$ cat src/rtl/cwfw_pkg.sv
// ----------------------------------------------------------------------------
// cwfw_pkg
// Types and codes shared by the clipped-window frame-buffer writer.
// ----------------------------------------------------------------------------
`default_nettype none

package cwfw_pkg;

	// item kinds
	localparam logic [1:0] KIND_SET_WIN = 2'd0;
	localparam logic [1:0] KIND_WRITE   = 2'd1;
	localparam logic [1:0] KIND_READ    = 2'd2;

	typedef struct packed {
		logic [1:0]         kind;
		logic signed [15:0] x_start;
		logic signed [15:0] y_start;
		logic signed [15:0] x_end;
		logic signed [15:0] y_end;
		logic [15:0]        pixel;
	} cwfw_in_t;

	typedef struct packed {
		logic [15:0] read_pixel;
		logic        written;
		logic        window_active;
	} cwfw_out_t;

	// memory access strobes from the control stage
	typedef struct packed {
		logic wr_en;
		logic rd_en;
	} cwfw_mem_ctl_t;

	// result flags held in the result register
	typedef struct packed {
		logic valid;
		logic is_read;
		logic written;
		logic active;
	} cwfw_flags_t;

endpackage

`default_nettype wire

$ cat src/rtl/cwfw_ctrl.sv
// ----------------------------------------------------------------------------
// cwfw_ctrl
// Input register, window clipping, cursor and address logic, and the result
// flags register.
// ----------------------------------------------------------------------------
`default_nettype none

module cwfw_ctrl import cwfw_pkg::*; #(
	parameter int SCREEN_WIDTH  = 240,
	parameter int SCREEN_HEIGHT = 320,
	parameter int ADDR_W        = 17
) (
	input  wire logic              clk,
	input  wire logic              arst_n,
	input  wire logic              accept,
	input  wire cwfw_in_t          item,
	output cwfw_mem_ctl_t          mem_ctl,
	output logic [ADDR_W-1:0]      waddr,
	output logic [15:0]            wdata,
	output logic [ADDR_W-1:0]      raddr,
	output cwfw_flags_t            flags
);

	localparam int COL_W = (SCREEN_WIDTH > 1) ? $clog2(SCREEN_WIDTH) : 1;
	localparam int ROW_W = (SCREEN_HEIGHT > 1) ? $clog2(SCREEN_HEIGHT) : 1;
	localparam logic signed [15:0] XMAX = 16'(SCREEN_WIDTH - 1);
	localparam logic signed [15:0] YMAX = 16'(SCREEN_HEIGHT - 1);
	localparam logic [ADDR_W-1:0]  W_A  = ADDR_W'(SCREEN_WIDTH);

	logic              valid_s1;
	cwfw_in_t          item_s1;
	cwfw_flags_t       flags_s2;

	logic [COL_W-1:0]  cur_col_q, win_left_q, win_right_q;
	logic [ROW_W-1:0]  cur_row_q, win_bottom_q;
	logic              active_q;

	logic signed [15:0] x1, y1, x2, y2;
	logic              empty, is_set, is_wr, is_rd, do_wr, in_range, wrap, done_win;
	logic              active_nx;

	always_ff @(posedge clk or negedge arst_n) begin
		if (!arst_n) begin
			valid_s1 <= 1'b0;
		end else begin
			valid_s1 <= accept;
		end
	end

	always_ff @(posedge clk) begin
		if (accept) begin
			item_s1 <= item;
		end
	end

	always_comb begin
		is_set = valid_s1 && (item_s1.kind == KIND_SET_WIN);
		is_wr  = valid_s1 && (item_s1.kind == KIND_WRITE);
		is_rd  = valid_s1 && (item_s1.kind == KIND_READ);

		// clip corners to the screen
		x1 = item_s1.x_start[15] ? 16'sd0 : item_s1.x_start;
		y1 = item_s1.y_start[15] ? 16'sd0 : item_s1.y_start;
		x2 = (item_s1.x_end > XMAX) ? XMAX : item_s1.x_end;
		y2 = (item_s1.y_end > YMAX) ? YMAX : item_s1.y_end;
		empty = (x1 > x2) || (y1 > y2);

		do_wr    = is_wr && active_q;
		wrap     = cur_col_q >= win_right_q;
		done_win = wrap && (cur_row_q >= win_bottom_q);

		in_range = !item_s1.x_start[15] && !item_s1.y_start[15]
			&& (item_s1.x_start <= XMAX) && (item_s1.y_start <= YMAX);

		active_nx = active_q;
		if (is_set) begin
			active_nx = !empty;
		end else if (do_wr && done_win) begin
			active_nx = 1'b0;
		end
	end

	always_ff @(posedge clk or negedge arst_n) begin
		if (!arst_n) begin
			cur_col_q    <= '0;
			cur_row_q    <= '0;
			win_left_q   <= '0;
			win_right_q  <= '0;
			win_bottom_q <= '0;
			active_q     <= 1'b0;
			flags_s2     <= '0;
		end else begin
			active_q <= active_nx;
			if (is_set && !empty) begin
				win_left_q   <= x1[COL_W-1:0];
				win_right_q  <= x2[COL_W-1:0];
				win_bottom_q <= y2[ROW_W-1:0];
				cur_col_q    <= x1[COL_W-1:0];
				cur_row_q    <= y1[ROW_W-1:0];
			end else if (do_wr) begin
				if (wrap) begin
					cur_col_q <= win_left_q;
					if (!done_win) begin
						cur_row_q <= cur_row_q + 1'b1;
					end
				end else begin
					cur_col_q <= cur_col_q + 1'b1;
				end
			end
			flags_s2.valid   <= valid_s1;
			flags_s2.is_read <= is_rd && in_range;
			flags_s2.written <= do_wr;
			flags_s2.active  <= active_nx;
		end
	end

	always_comb begin
		mem_ctl.wr_en = do_wr;
		mem_ctl.rd_en = is_rd && in_range;
		waddr = ADDR_W'(cur_row_q) * W_A + ADDR_W'(cur_col_q);
		wdata = item_s1.pixel;
		raddr = ADDR_W'(item_s1.y_start[ROW_W-1:0]) * W_A
			+ ADDR_W'(item_s1.x_start[COL_W-1:0]);
	end

	assign flags = flags_s2;

endmodule

`default_nettype wire

$ cat config.mk
export PLATFORM = sky130hd
export DESIGN_NAME = cwfw_ctrl
export DESIGN_NICKNAME = d
export VERILOG_FILES = /design/src/rtl/cwfw_pkg.sv /design/src/rtl/cwfw_ctrl.sv
export SDC_FILE = /design/constraint.sdc
export NUM_CORES = 1
export LEC_CHECK = 0
export BUFFER_PORTS_ARGS = -buffer_cell sky130_fd_sc_hd__buf_2
export CAP_MARGIN = 25
export CORE_UTILIZATION = 25
export DETAILED_ROUTE_END_ITERATION = 7
export PLACE_DENSITY_LB_ADDON = 0.1
export SKIP_LAST_GASP = 1
export SYNTH_ARGS = -nofsm -noshare
export SYNTH_HDL_FRONTEND = slang
export SYNTH_SLANG_ARGS = --single-unit
$ cat constraint.sdc
create_clock -name clk -period 5.2 [get_ports clk]
set_input_delay 1.04 -clock clk [delete_from_list [all_inputs] [get_ports clk]]
set_output_delay 1.04 -clock clk [all_outputs]
set_load 0.02 [all_outputs]
# Yosys cells after proc, flatten, opt, wreduce, memory -nomap -nowiden

Index checks and enable logic that the tools add are counted.
Widths: inputs -> output; s select.

Add/subtract/negate cells: 4
Multiply operators: 2
Order comparisons: 8
Eq/ne operators: 3
Multiplexer cells: 13
Reductions and logical operators: 20

Operator list:

| operator             | count |
|---|---|
| $mux 9               | 4 |
| $add 17x8->17        | 2 |
| $gt 16x16->1         | 2 |
| $mux 16              | 2 |
| $mux 15              | 2 |
| $mul 9x4->13 const B | 2 |
| $mux 8               | 3 |
| $gt 16x10->1 const B | 1 |
| $gt 16x9->1 const B  | 1 |
| $le 16x10->1 const B | 1 |
| $le 16x9->1 const B  | 1 |
| $logic_and 1x1->1    | 11 |
| $add 9x1->9 const B  | 1 |
| $ge 9x9->1           | 1 |
| $add 8x1->8 const B  | 1 |
| $ge 8x8->1           | 1 |
| $reduce_bool 2->1    | 3 |
| $logic_not 1->1      | 3 |
| $reduce_and 3->1     | 1 |
| $eq 2x1->1 const B   | 1 |
| $eq 2x2->1 const B   | 1 |
| $logic_not 2->1      | 1 |
| $mux 1               | 2 |
| $ne 2x1->1 const B   | 1 |
| $logic_or 1x1->1     | 1 |

Flip-flop bits (word level): 129
Input bits: 85
Output and inout bits: 56
Logic and storage cells: 66

# Logic depth before layout (Yosys ltp)

Gate-level depths: netlist of run 1.

Word-level depth: 8
Gate-level depth with buffers: 13

# Worst setup path after synthesis of run 1

OpenSTA, ideal clock, no wires.

Path kind: flip-flop to output port
Start point: register cur_row_q[2]
End point: output port waddr[16]
Arrival time: 3751 ps
Required time: 4160 ps
Slack: 409 ps
Cell stages (with the launch flop): 14
Buffers on the path: 0
Cell sequence: dfrtp_1 fa_1 inv_1 fa_1 fa_1 inv_1 ha_1 inv_1 o21bai_1 and2_1 nand4_1 or3b_1 nor3_1 xnor3_1

Word-level cells in the longest chain between the ends: 2

RTL lines:

| item                     | line             | source |
|---|---|---|
| start: declaration       | cwfw_ctrl.sv:35  | `logic [ROW_W-1:0] cur_row_q, win_bottom_q;` |
| start signal: assignment | cwfw_ctrl.sv:99  | `cur_row_q <= y1[ROW_W-1:0];` |
| start signal: assignment | cwfw_ctrl.sv:104 | `cur_row_q <= cur_row_q + 1'b1;` |
| $mul 9x4->13             | cwfw_ctrl.sv:120 | `waddr = ADDR_W'(cur_row_q) * W_A + ADDR_W'(cur_col_q);` |
| $add 17x8->17            | cwfw_ctrl.sv:120 |  |
| end: declaration         | cwfw_ctrl.sv:18  | `output logic [ADDR_W-1:0] waddr,` |

Every way passes these cells.

# Worst setup path after layout of run 1

Start point: register item_s1[48] (netlist name)
End point: output port raddr[16]

Word-level cells in the longest chain between the ends: 2

RTL lines:

| item                     | line             | source |
|---|---|---|
| start: declaration       | cwfw_ctrl.sv:31  | `cwfw_in_t item_s1;` |
| start signal: assignment | cwfw_ctrl.sv:52  | `item_s1 <= item;` |
| $mul 9x4->13             | cwfw_ctrl.sv:122 | `raddr = ADDR_W'(item_s1.y_start[ROW_W-1:0]) * W_A` |
| $add 17x8->17            | cwfw_ctrl.sv:123 | `+ ADDR_W'(item_s1.x_start[COL_W-1:0]);` |
| end: declaration         | cwfw_ctrl.sv:20  | `output logic [ADDR_W-1:0] raddr,` |

Every way passes these cells.

==> impl_metrics.py, run 1 <==
metrics = {
    "route": {
        "drtIter0Drc": 173,
        "wl_per_cell_um": 15.3,
        "drt_pre_antenna_iters": 5,
        "drc": 0,
        "drt-vias-per-instance": 4.29,
        "routed_wl_um": 20600,
        "ant_nets": 0,
        "vias": 5766,
    },
    "power_and_ir_drop": {
        "peakVddDrop_mv": 0.498,
        "leakagePower_uw": 0.00468,
        "power.density_nw_per_um2": 582,
    },
    "floorplanning": {
        "coreArea_sq_um": 33400,
        "die_h_um": 186,
        "ios": 141,
        "rows": 67,
        "dieArea_sq_um": 34700,
        "die_x_um": 186,
        "initial_core_util_pct": 25.3,
    },
    "sta": {
        "final-hold-violation-count": 0,
        "fin_ws_ns": -0.0841,
        "tns_ns": -0.0841,
        "drv_slew": 0,
        "maxSlewHeadroom_pct": 31.5,
        "rsz0062_at_grt": "true",
        "fin_crit_ns": 5.28,
        "max_freq_mhz": 189,
        "skew_ns": 0.0134,
        "final-setup-viol-count": 1,
        "worst_slew_pin_slew_ns": 1.02,
        "min_period_over_period_pct": 102,
    },
    "clocking": {
        "cts_buffers": 17,
        "root_buffer": "clkbuf_16",
        "clock_path_buffers": 2,
        "cts_tree": "done",
        "cts.sinks": 129,
        "path_clk_slew_ns": 0.06,
        "clk_latency_ns": 0.42,
        "ctsHoldBuffers": 0,
        "htree_levels": 4,
    },
    "worst_setup_path": {
        "crit_type": "reg2out",
        "max_stage_delay_ns": 0.57,
        "worstPathMaxFanout": 2,
        "crit_chain": "fa_1 > inv_1 > fa_1 > fa_1 > inv_2 > ha_4 > inv_4 > o21bai_4 > and2_4 > nand4_1 > or3b_4 > nor3_4 > xnor3_1 > buf_6",
        "critPathArrivalTime_ns": 4.24,
        "worst-path-stages": 14,
        "cpMostUsedCell": "fa_1",
        "reg2regPathDepth": 11,
        "end_kind": "primary output",
        "critical-path-top-delay-family": "adder cells",
        "cp_slowest_cell": "fa_1",
        "required_ns": 4.16,
        "crit_buf_inv": 4,
        "startpoint_type": "flop",
    },
    "hold_path": {
        "holdPathStages": 0,
        "holdCritPathClass": "reg2reg",
    },
    "grt": {
        "first_global_vias": 6029,
        "grt_max_degree": 48,
        "antenna_found_initial": 0,
        "overflow": 0,
        "grt_pass1_wl_um": 33000,
        "grt.total_usage_pct": 12.6,
    },
    "synthesis": {
        "ys_types": 59,
        "ys_ff_latch": 129,
        "synthesis.nets": 944,
        "ys.flop_type": "edfxtp_1",
        "netlist_area_sq_um": 8480,
        "postSynthAreaPerCell_sq_um": 11.6,
        "ys_seq_area_share_pct": 42.9,
        "ys_async_sr_fraction_pct": 36.4,
        "yosysWarnings": 0,
        "synth_edf_count": 82,
        "synthCells": 732,
    },
    "final_layout": {
        "seqCellArea_sq_um": 3640,
        "nets": 1095,
        "mostFrequentLayoutCell": "buf_2",
        "fin_area_sq_um": 10500,
        "mostFrequentLayoutCells": "buf_2, ha_1, edfxtp_1",
        "syn2layout_area_growth_pct": 23.7,
        "fillers": 3474,
        "stdcell_count": 1344,
        "drive_gt1_share_pct": 27.8,
        "n_antenna_cell": 0,
        "multiInputGateArea_sq_um": 4530,
    },
    "job": {
        "cap_violations": 0,
    },
    "placement": {
        "numPortBuffers": 140,
        "dp.cells": 1300,
        "placed_cell_area_sq_um": 9620,
        "hpwl_um": 16100,
        "gp_congestion": 0.717,
    },
    "run_status": {
        "violations": "setup timing",
        "outcome": "complete, but fails checks",
    },
}
routing by layer:
| layer | up-vias | global-route usage [%] | wire length [um] |
|---|---|---|---|
| met5 | - | 0 | 0 |
| met4 | 0 | 3.18 | 175 |
| met3 | 10 | 2.51 | 607 |
| met2 | 110 | 19.9 | 9340 |
| met1 | 2737 | 17.5 | 10500 |
| li1 | 2909 | - | - |
final cells by class:
type | instances | share of cell area [%]
multi-input combinational | 515 | 43.2
sequential | 129 | 34.7
timing repair buffer | 169 | 8.91
tap | 448 | 5.34
clock buffer | 19 | 4.22
inverter | 51 | 1.85
clock inverter | 13 | 1.77
cells by family (layout without fill, tap and decap cells):
| family | after synthesis | count (layout) | share of synthesized area [%] |
|---|---|---|---|
| AND/OR/NAND/NOR | 200 | 200 | 12.4 |
| flip-flops | 129 | 129 | 42.9 |
| adder cells (fa/ha/maj) | 127 | 127 | 21.6 |
| AO/OA/AOI/OAI | 122 | 122 | 10.1 |
| buffers and inverters | 88 | 252 | 5.25 |
| XOR/XNOR | 48 | 48 | 5.28 |
| multiplexers | 18 | 18 | 2.39 |
metrics by stage:
stage / hold WS, ns / setup slack [ns] / power, uW / utilization (%)
global route: 0.436 / -0.289 / 6690 / 31.4
detailed placement: 0.405 / 0.153 / 4580 / 28.7
global placement: 0.414 / 0.177 / 4570 / 28.7
CTS: 0.418 / -0.130 / 6030 / 31.0
finish: 0.420 / -0.0841 / 6110 / 31.4
floorplan: 0.380 / 0.409 / 3720 / -
synthesized netlist by cell type, types with 5 or more instances:
cell type / n / area, sq um
a211oi_1: 7 / 52.6
a21o_1: 8 / 60.1
a21oi_1: 39 / 195
a221o_1: 9 / 90.1
and3_1: 5 / 31.3
buf_2: 5 / 25.0
buf_4: 27 / 203
dfrtp_1: 47 / 1180
edfxtp_1: 82 / 2460
fa_1: 32 / 641
ha_1: 95 / 1190
inv_1: 50 / 188
mux2_2: 10 / 113
mux2i_1: 6 / 60.1
nand2_1: 26 / 97.6
nand2b_1: 9 / 56.3
nand3_1: 19 / 95.1
nand4_1: 13 / 81.3
nor2_1: 54 / 203
nor2b_1: 37 / 231
nor3_1: 8 / 40.0
nor4_1: 8 / 50.1
o21ai_0: 15 / 75.1
or2_2: 5 / 31.3
xnor2_1: 23 / 201
xor2_1: 23 / 201
final timing paths:
kind	start	to	slack, ns
setup / recovery	item_s1[48]$_DFFE_PP_	raddr[16]	-0.08
hold / removal	valid_s1$_DFF_PN0_	flags[3]$_DFF_PN0_	0.42
setup reg to reg	item_s1[47]$_DFFE_PP_	cur_col_q[6]$_DFFE_PN0P_	1.02
hold reg to reg	valid_s1$_DFF_PN0_	flags[3]$_DFF_PN0_	0.42
max in group asynchronous	arst_n	cur_row_q[2]$_DFFE_PN0P_	3.97
min in group asynchronous	arst_n	win_left_q[0]$_DFFE_PN0P_	0.74
registers in the layout, summed over array words and instances, names as in the netlist:
| signal | flops |
|---|---|
| active_q | 1 |
| flags | 3 |
| win_right_q | 8 |
| item_s1 | 66 |
| valid_s1 | 1 |
| win_bottom_q | 9 |
| win_left_q | 8 |
| wdata | 16 |
| cur_row_q | 9 |
| cur_col_q | 8 |
worst register-to-register path, cell delays in order (launching register included):
cell      delay [ns]
edfxtp_1        0.54
a31oi_1         0.64
nor2_1          0.17
ha_1            0.36
a21oi_1         0.16
o21ai_0         0.11
nor4b_1         0.15
or4_4           0.56
a22oi_4         0.29
buf_4           0.32
nor2b_1         0.58
a221o_1         0.26
power by group:
group | total, uW | switching (uW) | internal [uW]
clock | 1300 | 483 | 818
sequential | 1480 | 199 | 1280
combinational | 3320 | 1870 | 1450
total | 6110 | 2550 | 3550
timing repair:
item,4_1_cts,5_1_grt
pin swaps,7,13
buffers inserted,9,3
resized for setup,11,21
setup endpoints to repair,2,6
(Power assumes the default switching activity.)
==> inputs of run 2 (changes only) <==
--- a/config.mk
+++ b/config.mk
@@ -10,6 +10,7 @@
 export CORE_UTILIZATION = 25
 export DETAILED_ROUTE_END_ITERATION = 7
 export PLACE_DENSITY_LB_ADDON = 0.1
+export REMOVE_ABC_BUFFERS = 1
 export SKIP_LAST_GASP = 1
 export SYNTH_ARGS = -nofsm -noshare
 export SYNTH_HDL_FRONTEND = slang
==> run 2 against run 1 <==
  * The flow now finishes without violations
  * Design area is 0.29% higher
  * Global-route usage hardly changed
  * Register-to-register slack better by 0.34 ns
  * Critical path depth stayed put
  * Non-clock buffer count is 4 higher
  * Sequential power hardly changed
  * Maximum frequency is 2.2% higher
  * Clock skew is 0.0011 ns lower
  * Critical path type unchanged
  * Largest cell class unchanged
  * Highest routed layer unchanged
==> impl_metrics.py, run 2 (synthesis results as in run 1) <==
metrics = {
    "sta": {
        "max_freq_mhz": 193,
        "rsz0062_at_grt": "true",
        "hold_slack_ns": 0.440,
        "maxSlewHeadroom_pct": 37.4,
        "final-hold-violation-count": 0,
        "drv_slew": 0,
        "worst_slew_pin_slew_ns": 0.939,
        "final-setup-viol-count": 0,
        "fin_crit_ns": 5.17,
        "min_period_over_period_pct": 99.4,
        "skew_ns": 0.0124,
    },
    "grt": {
        "grt.total_usage_pct": 12.6,
        "grt_max_degree": 58,
        "overflow": 0,
        "first_global_vias": 5960,
        "antenna_found_initial": 0,
        "grt_pass1_wl_um": 32700,
    },
    "worst_setup_path": {
        "worst-path-stages": 14,
        "crit_chain": "fa_1 > inv_1 > fa_1 > fa_1 > inv_2 > ha_4 > inv_2 > o21bai_4 > and2_4 > nand4_1 > or3b_4 > nor3_2 > xnor3_1 > buf_6",
        "crit_buf_inv": 4,
        "max_stage_delay_ns": 0.57,
        "critical-path-top-delay-family": "adder cells",
        "crit_type": "reg2out",
        "worstPathMaxFanout": 2,
        "startpoint": "item_s1[48]$_DFFE_PP_",
        "required_ns": 4.16,
        "startpoint_type": "flop",
        "end_kind": "primary output",
        "critPathArrivalTime_ns": 4.13,
        "cpMostUsedCell": "fa_1",
        "reg2regPathDepth": 10,
        "cp_slowest_cell": "fa_1",
        "r2r-start": "item_s1[47]$_DFFE_PP_",
    },
    "clocking": {
        "htree_levels": 4,
        "clock_path_buffers": 2,
        "cts.sinks": 129,
        "path_clk_slew_ns": 0.07,
        "root_buffer": "clkbuf_16",
        "cts_tree": "done",
        "clk_latency_ns": 0.44,
        "cts_buffers": 17,
    },
    "run_status": {
        "outcome": "complete, no violations",
    },
    "final_layout": {
        "syn2layout_area_growth_pct": 24.1,
        "nets": 1099,
        "drive_gt1_share_pct": 27.9,
        "n_antenna_cell": 0,
        "largest_register_ffs": 66,
        "largest_register": "item_s1",
        "mostFrequentLayoutCells": "buf_2, ha_1, edfxtp_1",
        "fillers": 3479,
        "mostFrequentLayoutCell": "buf_2",
    },
    "route": {
        "vias": 5753,
        "drt_pre_antenna_iters": 4,
        "ant_nets": 0,
        "drtIter0Drc": 225,
        "wl_per_cell_um": 15.4,
        "wl_met3_um": 671,
        "top_layer": "met4",
        "dr_wl_met2_um": 9310,
        "drc": 0,
        "drt-vias-per-instance": 4.27,
        "met1_length_um": 10400,
        "routed_wl_um": 20700,
    },
    "floorplanning": {
        "initial_core_util_pct": 25.3,
        "die_x_um": 186,
        "die_h_um": 186,
        "coreArea_sq_um": 33400,
        "dieArea_sq_um": 34700,
        "rows": 67,
        "ios": 141,
    },
    "power_and_ir_drop": {
        "peakVddDrop_mv": 0.476,
        "power.density_nw_per_um2": 583,
        "leakagePower_uw": 0.00469,
        "finalPower_uw": 6130,
    },
    "placement": {
        "gp_congestion": 0.733,
        "numPortBuffers": 140,
        "hpwl_um": 16300,
    },
    "job": {
        "cap_violations": 0,
    },
    "hold_path": {
        "holdCritPathClass": "reg2reg",
        "holdPathStages": 0,
        "hold_start": "valid_s1$_DFF_PN0_",
    },
}
[run 2: changes by cell type in the layout (fill, tap and decap cells not counted), sizes merged]
cell	previous run	this run
buf	169	173
bufinv	4	1
clkbuf	19	22
clkinvlp	2	1
inv	53	54
[run 2: power breakdown]
| part | switching, uW | internal, uW | leakage (uW) | total [uW] |
|---|---|---|---|---|
| clock network | 476 | 757 | 0.000303 | 1230 |
| registers | 191 | 1280 | 0.00141 | 1470 |
| logic | 1910 | 1520 | 0.00298 | 3420 |
| total | 2580 | 3550 | 0.00469 | 6130 |
[run 2: path summary, 6_finish.rpt]
check                                        endpoint  slack [ns]
max                                         raddr[16]        0.03
min                                flags[3]$_DFF_PN0_        0.44
max reg2reg                win_right_q[0]$_DFFE_PN0P_        1.36
min reg2reg                        flags[3]$_DFF_PN0_        0.44
max in group asynchronous    cur_row_q[3]$_DFFE_PN0P_        4.01
min in group asynchronous          valid_s1$_DFF_PN0_        0.72
[run 2: area by class of cell]
type	instances	area [sq um]	share of cell area (%)
Tap cell	448	561	5.33
Timing Repair Buffer	173	975	9.27
Clock inverter	10	92.6	0.880
Multi-Input combinational cell	515	4540	43.2
Clock buffer	22	518	4.92
Inverter	51	191	1.82
Sequential cell	129	3640	34.6
[run 2: worst register-to-register path, stage by stage, from the launching register on]
cell      delay [ns]
edfxtp_1        0.55
a31oi_1         0.59
nor2_1          0.16
ha_1            0.32
nor2b_1         0.13
o211ai_1        0.18
a21boi_0        0.16
or4_4           0.56
a22oi_4         0.26
buf_4           0.43
mux2_2          0.39
[run 2: what timing repair did]
| item | 4_1_cts | 5_1_grt |
|---|---|---|
| pin swaps | 12 | 12 |
| setup endpoints to repair | 3 | 6 |
| gates resized for setup | 13 | 19 |
| hold buffers | 0 | 0 |
| buffers inserted | 10 | 7 |
[run 2: per-layer routing]
layer | up-vias | track usage [%]
li1 | 2934 | -
met3 | 20 | 2.04
met4 | 0 | 5.15
met1 | 2699 | 17.7
met5 | - | 0
met2 | 100 | 19.1
[run 2: stage by stage]
step / setup TNS, ns / cells / util (%) / instance area [sq um] / worst slack, ns
final: 0 / 1348 / 31.4 / 10500 / 0.0312
after global routing: -0.470 / 1348 / 31.4 / 10500 / -0.145
after CTS: -0.356 / 1341 / 30.9 / 10300 / -0.155
after detailed placement: 0 / 1299 / 28.7 / 9610 / 0.174
after global placement: 0 / 1299 / 28.7 / 9610 / 0.192
after floorplan: 0 / 695 / - / 8220 / 0.409
==> inputs of run 3 (changes only) <==
--- a/config.mk
+++ b/config.mk
@@ -9,6 +9,7 @@
 export CAP_MARGIN = 25
 export CORE_UTILIZATION = 25
 export DETAILED_ROUTE_END_ITERATION = 7
+export GPL_TIMING_DRIVEN = 0
 export PLACE_DENSITY_LB_ADDON = 0.1
 export REMOVE_ABC_BUFFERS = 1
 export SKIP_LAST_GASP = 1
==> run 3 against run 2 <==
  * Cell count increased by 0.22%
  * Critical endpoint is now waddr[16]
  * Largest power group unchanged
  * Critical path type unchanged
  * Highest routed layer unchanged
  * Utilization increased by 0.53 points
  * Hold slack got worse by 0.011 ns
  * Clock power increased by 3%
  * Design area increased by 1.7%
  * Non-clock buffer count increased by 3
  * First-iteration DRC count increased by 1.8%
  * The flow now finishes with violations (setup timing)
  * Wire length decreased by 0.14%
  * Via count increased by 0.21%
  * Largest cell class unchanged
  * Sequential cell count unchanged
==> impl_metrics.py, run 3 (synthesis results as in run 1) <==
metrics = {
    "clocking": {
        "clk_latency_ns": 0.43,
        "cts_tree": "done",
        "clock_path_buffers": 2,
        "ctsHoldBuffers": 0,
        "htree_levels": 4,
        "path_clk_slew_ns": 0.06,
        "root_buffer": "clkbuf_16",
        "cts.sinks": 129,
        "cts_buffers": 17,
    },
    "final_layout": {
        "drive_gt1_share_pct": 29.7,
        "largest_register_ffs": 66,
        "fin_area_sq_um": 10700,
        "multiInputGateArea_sq_um": 4610,
        "seqCellArea_sq_um": 3650,
        "syn2layout_area_growth_pct": 26.2,
        "mostFrequentLayoutCell": "buf_2",
        "fillers": 3432,
        "nets": 1102,
        "n_antenna_cell": 0,
        "mostFrequentLayoutCells": "buf_2, ha_1, edfxtp_1",
        "largest_register": "item_s1",
    },
    "worst_setup_path": {
        "crit_chain": "fa_1 > inv_1 > fa_1 > fa_1 > inv_2 > ha_4 > inv_4 > o21bai_4 > and2_4 > nand4_1 > or3b_4 > nor3_4 > xnor3_1 > buf_6",
        "cpMostUsedCell": "fa_1",
        "crit_buf_inv": 4,
        "end_kind": "primary output",
        "crit_type": "reg2out",
        "startpoint_type": "flop",
        "worstPathMaxFanout": 2,
        "max_stage_delay_ns": 0.56,
        "required_ns": 4.16,
        "critical-path-top-delay-family": "adder cells",
        "cp_slowest_cell": "fa_1",
        "rrSetupSlack_ns": 0.66,
        "critPathArrivalTime_ns": 4.21,
    },
    "grt": {
        "grt.total_usage_pct": 12.5,
        "first_global_vias": 5910,
        "overflow": 0,
        "antenna_found_initial": 0,
        "grt_pass1_wl_um": 32400,
        "grt_max_degree": 50,
    },
    "sta": {
        "max_freq_mhz": 190,
        "fin_ws_ns": -0.0514,
        "fin_crit_ns": 5.25,
        "final-setup-viol-count": 2,
        "final-hold-violation-count": 0,
        "maxSlewHeadroom_pct": 19.5,
        "tns_ns": -0.0924,
        "rsz0062_at_grt": "true",
        "drv_slew": 0,
        "min_period_over_period_pct": 101,
        "skew_ns": 0.00997,
        "worst_slew_pin_slew_ns": 1.21,
    },
    "placement": {
        "hpwl_um": 15900,
        "gp_congestion": 0.734,
        "placed_cell_area_sq_um": 9540,
        "numPortBuffers": 140,
    },
    "route": {
        "routed_wl_um": 20700,
        "drtIter0Drc": 229,
        "ant_nets": 0,
        "drc": 0,
        "drt_pre_antenna_iters": 4,
        "vias": 5765,
        "wl_per_cell_um": 15.3,
        "drt-vias-per-instance": 4.27,
    },
    "power_and_ir_drop": {
        "leakagePower_uw": 0.00476,
        "finalPower_uw": 6380,
        "power.density_nw_per_um2": 597,
        "peakVddDrop_mv": 0.604,
    },
    "run_status": {
        "violations": "setup timing",
        "outcome": "complete, but fails checks",
    },
    "floorplanning": {
        "coreArea_sq_um": 33400,
        "ios": 141,
        "initial_core_util_pct": 25.3,
        "die_x_um": 186,
        "rows": 67,
        "die_h_um": 186,
        "dieArea_sq_um": 34700,
    },
    "job": {
        "cap_violations": 0,
    },
    "hold_path": {
        "holdCritPathClass": "reg2reg",
    },
}
run 3: cell count changes in the layout (fill, tap and decap cells not counted), sizes merged:
cell,change
buf,+3
bufinv,+1
clkbuf,+3
clkinv,-3
inv,-1
run 3: final cells by class:
class	count	share of cell area, %
multi-input cells	515	43.1
flip-flops and latches	129	34.1
repair buffers	176	9.88
well taps	448	5.24
clock buffers	25	5.04
inverters	51	1.81
clock inverters	7	0.842
run 3: per-stage QoR:
stage	instances	util (%)	hold slack (ns)	setup slack, ns
floorplan	695	-	0.380	0.409
detailed placement	1285	28.5	0.412	-0.0428
global route	1351	32.0	0.442	-0.211
finish	1351	32.0	0.429	-0.0514
global placement	1283	28.4	0.414	-0.0484
CTS	1345	31.3	0.425	-0.239
run 3: repair_timing:
item                                    4_1_cts  5_1_grt
pin swaps                                    13       15
buffers inserted                             28        9
resized for setup                            23       33
gates cloned                                  0        0
endpoints found under the setup margin        5        7
run 3: worst paths after layout:
kind | start | endpoint | depth (start not counted)
worst max-delay path | cur_row_q[0]$_DFFE_PN0P_ | waddr[16] | 14
worst min-delay path | valid_s1$_DFF_PN0_ | flags[3]$_DFF_PN0_ | 0
worst max register to register | item_s1[46]$_DFFE_PP_ | cur_col_q[4]$_DFFE_PN0P_ | 11
worst min register to register | valid_s1$_DFF_PN0_ | flags[3]$_DFF_PN0_ | 0
max in group asynchronous | arst_n | cur_row_q[4]$_DFFE_PN0P_ | 2
min in group asynchronous | arst_n | win_left_q[0]$_DFFE_PN0P_ | 1
run 3: power breakdown:
part	switching [uW]	internal, uW	leakage (uW)
clock	449	817	0.000310
combinational	1980	1640	0.00305
sequential	214	1280	0.00140
total	2640	3740	0.00476
run 3: per-layer routing:
metal,GRT usage [%],routed length [um]
met4,4.13,258
met1,17.5,10400
met2,19.3,9470
met3,2.41,580
met5,0,0
